### config.mk
export PLATFORM = sky130hd
export DESIGN_NAME = nrcl_dist_cell
export DESIGN_NICKNAME = d
export VERILOG_FILES = /design/src/nrcl_pkg.sv /design/src/nrcl_dist_cell.sv
export SDC_FILE = /design/constraint.sdc
export NUM_CORES = 2
export LEC_CHECK = 0
export BUFFER_PORTS_ARGS = -buffer_cell sky130_fd_sc_hd__clkbuf_2
export CORE_MARGIN = 2
export CORE_UTILIZATION = 55
export DETAILED_ROUTE_END_ITERATION = 8
export MAX_ROUTING_LAYER = met4
export PLACE_DENSITY_LB_ADDON = 0.3
export SLEW_MARGIN = 20
export SYNTH_ARGS = -nofsm -noshare
export SYNTH_HDL_FRONTEND = slang
export SYNTH_SLANG_ARGS = --single-unit
### constraint.sdc
create_clock -name clk -period 8.7 [get_ports clk]
set_input_delay 1.305 -clock clk [delete_from_list [all_inputs] [get_ports clk]]
set_output_delay 1.305 -clock clk [all_outputs]
set_load 0.005 [all_outputs]
### src/nrcl_pkg.sv
// shared types and constants for the nearest ray crossing line block
package nrcl_pkg;

	localparam int MAX_LINES_DEF  = 1024;
	localparam int COORD_BITS_DEF = 16;

	localparam logic        MODE_WRITE = 1'b0;
	localparam logic        MODE_QUERY = 1'b1;
	localparam logic [15:0] NO_SECTOR  = 16'hFFFF;

	typedef struct packed {
		logic               mode;
		logic [9:0]         line_index;
		logic signed [15:0] start_x;
		logic signed [15:0] start_y;
		logic signed [15:0] end_x;
		logic signed [15:0] end_y;
		logic [15:0]        right_sector;
		logic [15:0]        left_sector;
		logic signed [15:0] point_x;
		logic signed [15:0] point_y;
	} in_item_t;

	typedef struct packed {
		logic        found;
		logic [9:0]  best_line;
		logic        side_is_left;
		logic        sector_found;
		logic [15:0] sector_index;
	} out_item_t;

	typedef enum logic [1:0] {
		ST_IDLE,
		ST_SCAN,
		ST_DONE
	} state_t;

endpackage

### src/nrcl_dist_cell.sv
// distance pipeline: straddle test, weights, products and exact crossing fraction per line
module nrcl_dist_cell #(
	parameter int CB = nrcl_pkg::COORD_BITS_DEF,
	parameter int AW = 10
) (
	input  logic                clk,
	input  logic                arst_n,
	input  logic                v_in,
	input  logic [AW-1:0]       idx_in,
	input  logic signed [CB-1:0] x1,
	input  logic signed [CB-1:0] y1,
	input  logic signed [CB-1:0] x2,
	input  logic signed [CB-1:0] y2,
	input  logic signed [CB-1:0] px,
	input  logic signed [CB-1:0] py,
	input  logic [15:0]         rs_in,
	input  logic [15:0]         ls_in,
	output logic                v_out,
	output logic                qual_out,
	output logic [2*CB+1:0]     mag_out,
	output logic [CB:0]         d_out,
	output logic                left_out,
	output logic [AW-1:0]       idx_out,
	output logic [15:0]         rs_out,
	output logic [15:0]         ls_out,
	output logic                busy
);
	import nrcl_pkg::*;

	localparam int MW = 2 * CB + 2;

	logic signed [CB:0] x1e, y1e, x2e, y2e, pxe, pye;
	logic signed [CB:0] dx1, dx2, wad, wbd;
	logic               up1, up2;

	// stage 2
	logic            v_s2, desc_s2, na_s2, nb_s2;
	logic [CB:0]     a1_s2, a2_s2;
	logic [CB-1:0]   wa_s2, wb_s2;
	logic [AW-1:0]   idx_s2;
	logic [15:0]     rs_s2, ls_s2;
	// stage 3
	logic            v_s3, desc_s3, na_s3, nb_s3;
	logic [MW-2:0]   ma_s3, mb_s3;
	logic [CB:0]     d_s3;
	logic [AW-1:0]   idx_s3;
	logic [15:0]     rs_s3, ls_s3;
	// stage 4
	logic            v_s4, qual_s4, left_s4;
	logic [MW-1:0]   mag_s4;
	logic [CB:0]     d_s4;
	logic [AW-1:0]   idx_s4;
	logic [15:0]     rs_s4, ls_s4;

	logic [MW-1:0]   mag_c, ma_e, mb_e;
	logic            neg_c;
	logic [MW+3:0]   mag10;

	always_comb begin
		x1e = x1;
		y1e = y1;
		x2e = x2;
		y2e = y2;
		pxe = px;
		pye = py;
		up1 = y1 > py;
		up2 = y2 > py;
		dx1 = x1e - pxe;
		dx2 = x2e - pxe;
		if (up2) begin
			wad = y2e - pye;
			wbd = pye - y1e;
		end else begin
			wad = pye - y2e;
			wbd = y1e - pye;
		end
	end

	always_ff @(posedge clk or negedge arst_n) begin
		if (!arst_n) begin
			v_s2 <= 1'b0;
		end else begin
			v_s2 <= v_in && (up1 != up2);
		end
	end

	always_ff @(posedge clk) begin
		wa_s2   <= wad[CB-1:0];
		wb_s2   <= wbd[CB-1:0];
		na_s2   <= dx1[CB];
		nb_s2   <= dx2[CB];
		a1_s2   <= dx1[CB] ? (CB+1)'(-dx1) : (CB+1)'(dx1);
		a2_s2   <= dx2[CB] ? (CB+1)'(-dx2) : (CB+1)'(dx2);
		desc_s2 <= y1 > y2;
		idx_s2  <= idx_in;
		rs_s2   <= rs_in;
		ls_s2   <= ls_in;
	end

	always_ff @(posedge clk or negedge arst_n) begin
		if (!arst_n) begin
			v_s3 <= 1'b0;
		end else begin
			v_s3 <= v_s2;
		end
	end

	always_ff @(posedge clk) begin
		ma_s3   <= (MW-1)'(a1_s2) * (MW-1)'(wa_s2);
		mb_s3   <= (MW-1)'(a2_s2) * (MW-1)'(wb_s2);
		d_s3    <= (CB+1)'(wa_s2) + (CB+1)'(wb_s2);
		na_s3   <= na_s2;
		nb_s3   <= nb_s2;
		desc_s3 <= desc_s2;
		idx_s3  <= idx_s2;
		rs_s3   <= rs_s2;
		ls_s3   <= ls_s2;
	end

	// signed sum of the two weighted terms as magnitude and sign
	always_comb begin
		ma_e = MW'(ma_s3);
		mb_e = MW'(mb_s3);
		if (na_s3 == nb_s3) begin
			mag_c = ma_e + mb_e;
			neg_c = na_s3;
		end else if (ma_e >= mb_e) begin
			mag_c = ma_e - mb_e;
			neg_c = na_s3;
		end else begin
			mag_c = mb_e - ma_e;
			neg_c = nb_s3;
		end
		if (mag_c == '0) begin
			neg_c = 1'b0;
		end
		mag10 = ((MW+4)'(mag_c) << 3) + ((MW+4)'(mag_c) << 1);
	end

	always_ff @(posedge clk or negedge arst_n) begin
		if (!arst_n) begin
			v_s4 <= 1'b0;
		end else begin
			v_s4 <= v_s3;
		end
	end

	// distance above a tenth: 10 * mag > d
	always_ff @(posedge clk) begin
		mag_s4  <= mag_c;
		d_s4    <= d_s3;
		qual_s4 <= mag10 > (MW+4)'(d_s3);
		left_s4 <= desc_s3 == neg_c;
		idx_s4  <= idx_s3;
		rs_s4   <= rs_s3;
		ls_s4   <= ls_s3;
	end

	assign v_out    = v_s4;
	assign qual_out = qual_s4;
	assign mag_out  = mag_s4;
	assign d_out    = d_s4;
	assign left_out = left_s4;
	assign idx_out  = idx_s4;
	assign rs_out   = rs_s4;
	assign ls_out   = ls_s4;
	assign busy     = v_s2 || v_s3 || v_s4;

endmodule

# Word level (Yosys, flattened, before mapping)
# Index checks and enable logic that the tools add are counted.
dict set report word_totals {
  reg_bits 337
  input_bits 141
  out_inout_bits 97
  word_cells 67
}
dict set report classes {
  addsub 13
  multipliers 2
  order_cmp 5
  eq_ne 3
  n_mux 9
  n_reduce_logical 4
}
# cell count
set ops {}
lappend ops {{$mux W34} 2}
lappend ops {{$sub A33 B33 Y34} 2}
lappend ops {{$mul A17 B16 Y33} 2}
lappend ops {{$mux W16} 4}
lappend ops {{$sub A16 B16 Y16} 4}
lappend ops {{$gt A16 B16 Y1} 3}
lappend ops {{$add A37 B35 Y38} 1}
lappend ops {{$gt A38 B17 Y1} 1}
lappend ops {{$add A33 B33 Y34} 1}
lappend ops {{$logic_not A34 Y1} 1}
lappend ops {{$neg A17 Y17} 2}
lappend ops {{$sub A16 B16 Y17} 2}
lappend ops {{$ge A33 B33 Y1} 1}
lappend ops {{$add A16 B16 Y17} 1}
lappend ops {{$mux W1} 3}
lappend ops {{$eq A1 B1 Y1} 2}
lappend ops {{$logic_or A1 B1 Y1} 2}
lappend ops {{$logic_and A1 B1 Y1} 1}
lappend ops {{$ne A1 B1 Y1} 1}

# Logic depth before layout (Yosys ltp)
dict set report logic_depth {
  word_depth 6
  mapped_depth 38
  depth_no_buf 35
}

# Least setup slack after synthesis
# Ideal clock, no wire load.
dict set report synth_timing {
  path_type {register -> register}
  from {register ma_s3[30]}
  to {register qual_s4 (netlist: qual_out)}
  setup_ps 134
  t_arrival_ps 6671
  required_time_ps 8566
  setup_slack_ps 1895
  path_stages_with_launch 37
  n_path_buf 4
  synth_period_minus_slack_ps 6805
  cell_sequence {dfxtp_1 > inv_1 > ha_1 > buf_4 > nand3_1 > nor4_1 > o21ai_1 > a31o_2 > nand3_2 > buf_6 > buf_2 > buf_4 > mux2i_1 > mux2i_1 > fa_1 > a21o_1 > a21oi_1 > nor2b_1 > o31a_1 > o21a_1 > nor2_1 > o21bai_1 > a21oi_1 > xnor2_1 > ha_1 > nand4_1 > nor2_1 > o31ai_1 > o2111ai_1 > a31oi_1 > a31oi_1 > nor4_1 > o2111ai_1 > nor4_1 > o2111ai_1 > or3_1 > or4_1}
}
dict set report synth_between {
  elab_chain_cells 5
  word_cells_on_any_way 8
  classes_between {4 x add/sub; 2 x order compare; 2 x mux}
}
# item line
set synth_rtl {}
lappend synth_rtl {{start: declaration} nrcl_dist_cell.sv:44} ;# logic [MW-2:0] ma_s3, mb_s3;
lappend synth_rtl {{start signal: assignment} nrcl_dist_cell.sv:109} ;# ma_s3 <= (MW-1)'(a1_s2) * (MW-1)'(wa_s2);
lappend synth_rtl {{$ge A33 B33 Y1} nrcl_dist_cell.sv:127} ;# end else if (ma_e >= mb_e) begin
lappend synth_rtl {{$mux W34} nrcl_dist_cell.sv:127}
lappend synth_rtl {{$mux W34} nrcl_dist_cell.sv:124} ;# if (na_s3 == nb_s3) begin
lappend synth_rtl {{$add A37 B35 Y38} nrcl_dist_cell.sv:137} ;# mag10 = ((MW+4)'(mag_c) << 3) + ((MW+4)'(mag_c) << 1);
lappend synth_rtl {{net mag10[2]} nrcl_dist_cell.sv:57} ;# logic [MW+3:0] mag10;
lappend synth_rtl {{$gt A38 B17 Y1} nrcl_dist_cell.sv:152} ;# qual_s4 <= mag10 > (MW+4)'(d_s3);
lappend synth_rtl {{end signal: assignment} nrcl_dist_cell.sv:152}
lappend synth_rtl {{end: declaration} nrcl_dist_cell.sv:49} ;# logic v_s4, qual_s4, left_s4;
# The timed path passes the listed nets, and every way through them passes these cells.
# A chain may end at the register's enable or synchronous reset.

# Worst setup path in the final report
dict set report layout_timing {
  from {register ma_s3[27]}
  to {register qual_s4 (netlist: qual_out)}
}
dict set report layout_between {
  elab_chain_cells 5
  word_cells_on_any_way 8
  classes_between {4 x add/sub; 2 x order compare; 2 x mux}
}
# item line
set layout_rtl {}
lappend layout_rtl {{$ge A33 B33 Y1} nrcl_dist_cell.sv:127}
lappend layout_rtl {{$mux W34} nrcl_dist_cell.sv:127}
lappend layout_rtl {{$mux W34} nrcl_dist_cell.sv:124}
lappend layout_rtl {{net mag_c[5]} nrcl_dist_cell.sv:55} ;# logic [MW-1:0] mag_c, ma_e, mb_e;
lappend layout_rtl {{$add A37 B35 Y38} nrcl_dist_cell.sv:137}
lappend layout_rtl {{$gt A38 B17 Y1} nrcl_dist_cell.sv:152}
# The timed path passes the listed nets, and every way through them passes these cells.

==> results.md <==
| Parameter | Value | Unit |
|---|---|---|
| Share of layout cells above drive strength 1 | 8.80 | % |
| Antenna viol nets, final | 0 | - |
| Endpoint of the worst hold path | idx_s3[8] | - |
| GR Util All Layers | 30.1 | % |
| Detail-routed via count per cell | 5.61 | - |
| Cell at the slowest stage of the critical path | sky130_fd_sc_hd__ha_1 | - |
| Hold Path Cell Cnt | 0 | - |
| FF-to-FF End | qual_out | - |
| Largest stage delay on the critical path | 0.65 | ns |
| Final hold vios | 0 | - |
| Max Slew Vio Count | 0 | - |
| Worst-case clock skew | 0.0209 | ns |
| Post-CTS setup buffer count | 0 | - |
| Number of search-and-repair iterations in the first detailed-routing pass | 6 | - |
| Clock tree buffer depth | 3 | - |
| Yosys warns | 0 | - |
| Sink count of the clock tree | 337 | - |
| Die X | 267 | um |
| Setup repair after global routing missed its margin | false | - |
| Number of vias after detailed routing | 30300 | - |
| Hold-fix buffers, CTS | 0 | - |
| Initial antenna violation count | 4 | - |
| Type of element capturing the critical path | flop | - |
| Path type of the worst min-delay path | flop to flop | - |
| Num CTS Buffers | 40 | - |
| Count of different cell masters after synthesis | 103 | - |
| Period utilization | 88.5 | % |
| Pin count of the biggest net entering global routing | 42 | - |
| Number of gates given a new drive strength after cts | 0 | - |
| Weighted congestion reported at the end of routability-driven placement | 0.981 | - |
| Req. time, crit path | 9.14 | ns |
| Standard-cell rows | 96 | - |
| Post-detailed-routing wire length | 102000 | um |
| Footprint of the multi-input gates | 27800 | um2 |
| Startpoint kind of the worst setup timing path | flop | - |
| Post-Syn Nets | 5386 | - |
| Headroom to the max-slew limit | 20.8 | % |
| Area after detailed placement | 39800 | um2 |
| Cell Area, Synth | 38000 | um2 |
| H-tree levels | 2 | - |
| Area added between synthesis and finish | 8.31 | % |
| CP Class | flop to flop | - |
| Clock slew at the register clock pins of the worst setup and hold paths | 0.06 | ns |
| Number of max-cap violations | 0 | - |
| Detailed-route wire length per cell | 18.8 | um |
| Via count of the first global-routing pass | 30600 | - |
| Reg-to-reg setup timing slack | 1.0 | ns |
| Core outline area | 68500 | um2 |
| Highest clock frequency the design can meet | 130 | MHz |
| Clock root buffer master | sky130_fd_sc_hd__clkbuf_16 | - |
| Sequential cell area fraction in the yosys report | 17.8 | % |
| Biggest fanout along the worst timing path | 21 | - |
| Vertical die dimension | 267 | um |
| Flops & latches, synth | 337 | - |
| Global-route wire length before repair | 164000 | um |
| Final setup TNS | 0 | ns |
| Crit path time final | 7.70 | ns |
| Source of the worst hold timing path | idx_s2[8] | - |
| TritonCTS clock tree | done | - |
| Finished Layout Cells | 5409 | - |
| Start of the worst register-to-register path | ma_s3[27] | - |
| Filler cells | 5956 | - |
| Number of setup violations in the final report | 0 | - |
| Grt ovf | 0 | - |
| Total I/O pin count | 238 | - |
| Post-synth EDFFs | 0 | - |
| Starting density of the core | 55.5 | % |
| Buffers on Ports | 237 | - |
| DRT iter0 DRCs | 2371 | - |
| Number of design rule violations left after detail routing | 0 | - |
| Measured slew at the worst slew-check pin | 1.19 | ns |
| Cell count after synthesis | 4333 | - |
| HPWL reported at the end of detailed placement | 81800 | um |
| Data arrival time of the worst path | 8.14 | ns |
| Mean Syn Cell Area | 8.77 | um2 |
| Worst-skew pair later-pin latency | 0.58 | ns |
| Finished Cell Area | 41100 | um2 |
| Cell depth of the worst flop-to-flop path | 33 | - |
| Area of all sequential standard cells | 6760 | um2 |
| Synth async-reset ratio | 0.890 | % |
| DIE AREA | 71200 | um2 |
| Placed Cells incl. Taps | 5335 | - |
| Status | finished clean | - |
| Post-synth top flop | sky130_fd_sc_hd__dfxtp_1 | - |
| Number of nets in the layout | 5548 | - |
==> kinds of logic after synthesis <==
family / synth area share (%)
xor+xnor: 4.29
compound gates: 13.8
buf+inv: 9.02
mux: 1.12
flops: 17.8
fa+ha+maj: 38.5
simple gates: 15.4
==> routing by layer <==
metal / part of all wire, % / up-vias / track usage (%) / wire length [um]
met3: 8.5 / 184 / 6.46 / 8660
li1: - / 14500 / - / -
met4: 2.8 / 0 / 8.17 / 2830
met2: 46 / 1162 / 48.1 / 46900
met1: 43 / 14500 / 38.7 / 43400
met5: 0 / - / - / 0
==> registers in the layout, indices dropped and copies added (netlist names), 10 cells and up <==
name and flops:
wa_s2 16, wb_s2 16, rs_s2 16, idx_s2 10, ls_s3 16, rs_s3 16
a2_s2 17, mb_s3 33, ls_s2 16, idx_s3 10, ls_out 16, rs_out 16
d_s3 17, mag_out 34, a1_s2 17, d_out 17, idx_out 10, ma_s3 33
==> per-stage QoR <==
step | hold slack, ns | util [%] | setup slack (ns)
after floorplan | 0.310 | - | 1.90
after CTS | 0.326 | 60.1 | 0.993
after detailed placement | 0.312 | 58.1 | 0.999
after global routing | 0.328 | 60.1 | 0.274
final | 0.324 | 60.1 | 0.999
after global placement | 0.310 | 58.1 | 1.25
==> Yosys cell counts, types with 7 or more instances <==
library cell                 n  area share [%]
sky130_fd_sc_hd__o211ai_1   29            0.57
sky130_fd_sc_hd__a211oi_1   24            0.47
sky130_fd_sc_hd__a21oi_1   226             3.0
sky130_fd_sc_hd__o22ai_1     8            0.13
sky130_fd_sc_hd__and2_1    224             3.7
sky130_fd_sc_hd__nand3b_1    8            0.16
sky130_fd_sc_hd__o21bai_1   42            0.83
sky130_fd_sc_hd__nand4_1    30            0.49
sky130_fd_sc_hd__or4_1       8            0.16
sky130_fd_sc_hd__or2_2      16            0.26
sky130_fd_sc_hd__xnor2_1   137             3.2
sky130_fd_sc_hd__fa_1      427              23
sky130_fd_sc_hd__nand3_1    46            0.61
sky130_fd_sc_hd__or3_1      26            0.43
sky130_fd_sc_hd__o21ai_0   149             2.0
sky130_fd_sc_hd__dfxtp_1   334              18
sky130_fd_sc_hd__o31ai_1    24            0.47
sky130_fd_sc_hd__nor3_1     41            0.54
sky130_fd_sc_hd__inv_1     723             7.1
sky130_fd_sc_hd__a221oi_1    7            0.16
sky130_fd_sc_hd__nor2b_1    36            0.59
sky130_fd_sc_hd__xor2_1     49             1.1
sky130_fd_sc_hd__o21a_1     26            0.51
sky130_fd_sc_hd__a21boi_0   18            0.36
sky130_fd_sc_hd__nand2_1   493             4.9
sky130_fd_sc_hd__buf_2      14            0.18
sky130_fd_sc_hd__o31a_1      8            0.18
sky130_fd_sc_hd__a31oi_1    31            0.51
sky130_fd_sc_hd__a21o_1     85             1.7
sky130_fd_sc_hd__buf_4       8            0.16
sky130_fd_sc_hd__a31o_2     11            0.25
sky130_fd_sc_hd__ha_1      485              16
sky130_fd_sc_hd__and4_1      7            0.16
sky130_fd_sc_hd__buf_6      13            0.39
sky130_fd_sc_hd__mux2i_1    37            0.98
sky130_fd_sc_hd__o311ai_0   10            0.23
sky130_fd_sc_hd__nor4_1     21            0.35
sky130_fd_sc_hd__nor2_1    160             1.6
sky130_fd_sc_hd__clkbuf_1  104             1.0
sky130_fd_sc_hd__and3_1     16            0.26
sky130_fd_sc_hd__nand2b_1   31            0.51
sky130_fd_sc_hd__nor3b_1     7            0.14
==> cell type report <==
cell class | count | share of cell area [%]
Clock buffer | 49 | 2.69
Clock inverter | 21 | 0.535
Inverter | 725 | 6.61
Timing Repair Buffer | 264 | 3.38
Antenna cell | 4 | 0.0243
Sequential cell | 337 | 16.4
Multi-Input combinational cell | 3127 | 67.6
Tap cell | 882 | 2.68
==> critical path: cells and delay by family (launching register included) <==
| family | cells | cell delay (ns) |
|---|---|---|
| AO/OA/AOI/OAI | 13 | 2.00 |
| XOR/XNOR | 2 | 0.50 |
| adder cells (fa/ha/maj) | 3 | 1.26 |
| buffers and inverters | 1 | 0.06 |
| flip-flops | 1 | 0.36 |
| multiplexers | 1 | 0.35 |
| AND/OR/NAND/NOR | 13 | 3.04 |
==> cell usage in the layout (no fill, tap or decap), types with 31 or more instances in the layout <==
| master | n |
|---|---|
| sky130_fd_sc_hd__nor2_1 | 160 |
| sky130_fd_sc_hd__a21oi_1 | 226 |
| sky130_fd_sc_hd__xor2_1 | 48 |
| sky130_fd_sc_hd__nand2_1 | 493 |
| sky130_fd_sc_hd__xnor2_1 | 136 |
| sky130_fd_sc_hd__nor3_1 | 41 |
| sky130_fd_sc_hd__clkbuf_16 | 42 |
| sky130_fd_sc_hd__fa_1 | 427 |
| sky130_fd_sc_hd__a31oi_1 | 31 |
| sky130_fd_sc_hd__and2_1 | 224 |
| sky130_fd_sc_hd__nand2b_1 | 31 |
| sky130_fd_sc_hd__o21ai_0 | 149 |
| sky130_fd_sc_hd__mux2i_1 | 37 |
| sky130_fd_sc_hd__clkbuf_2 | 237 |
| sky130_fd_sc_hd__inv_1 | 723 |
| sky130_fd_sc_hd__o21bai_1 | 42 |
| sky130_fd_sc_hd__a21o_1 | 85 |
| sky130_fd_sc_hd__dfxtp_1 | 334 |
| sky130_fd_sc_hd__nand3_1 | 46 |
| sky130_fd_sc_hd__nor2b_1 | 36 |
| sky130_fd_sc_hd__ha_1 | 485 |
==> worst max-delay path by stage <==
stage | start | endpoint | slack [ns] | cells past startpoint
6_report | ma_s3[27] | qual_out | 1.0 | 33
3_3_place_gp | ma_s3[27] | qual_out | 1.25 | 33
4_1_cts | ma_s3[27] | qual_out | 0.99 | 33
2_1_floorplan | ma_s3[30] | qual_out | 1.90 | 36
3_5_place_dp | ma_s3[27] | qual_out | 1.0 | 33
5_1_grt | ma_s3[27] | qual_out | 0.27 | 33
Power is not shown: default switching activity piles up to over one toggle a cycle in this logic, so the estimate is an artifact.
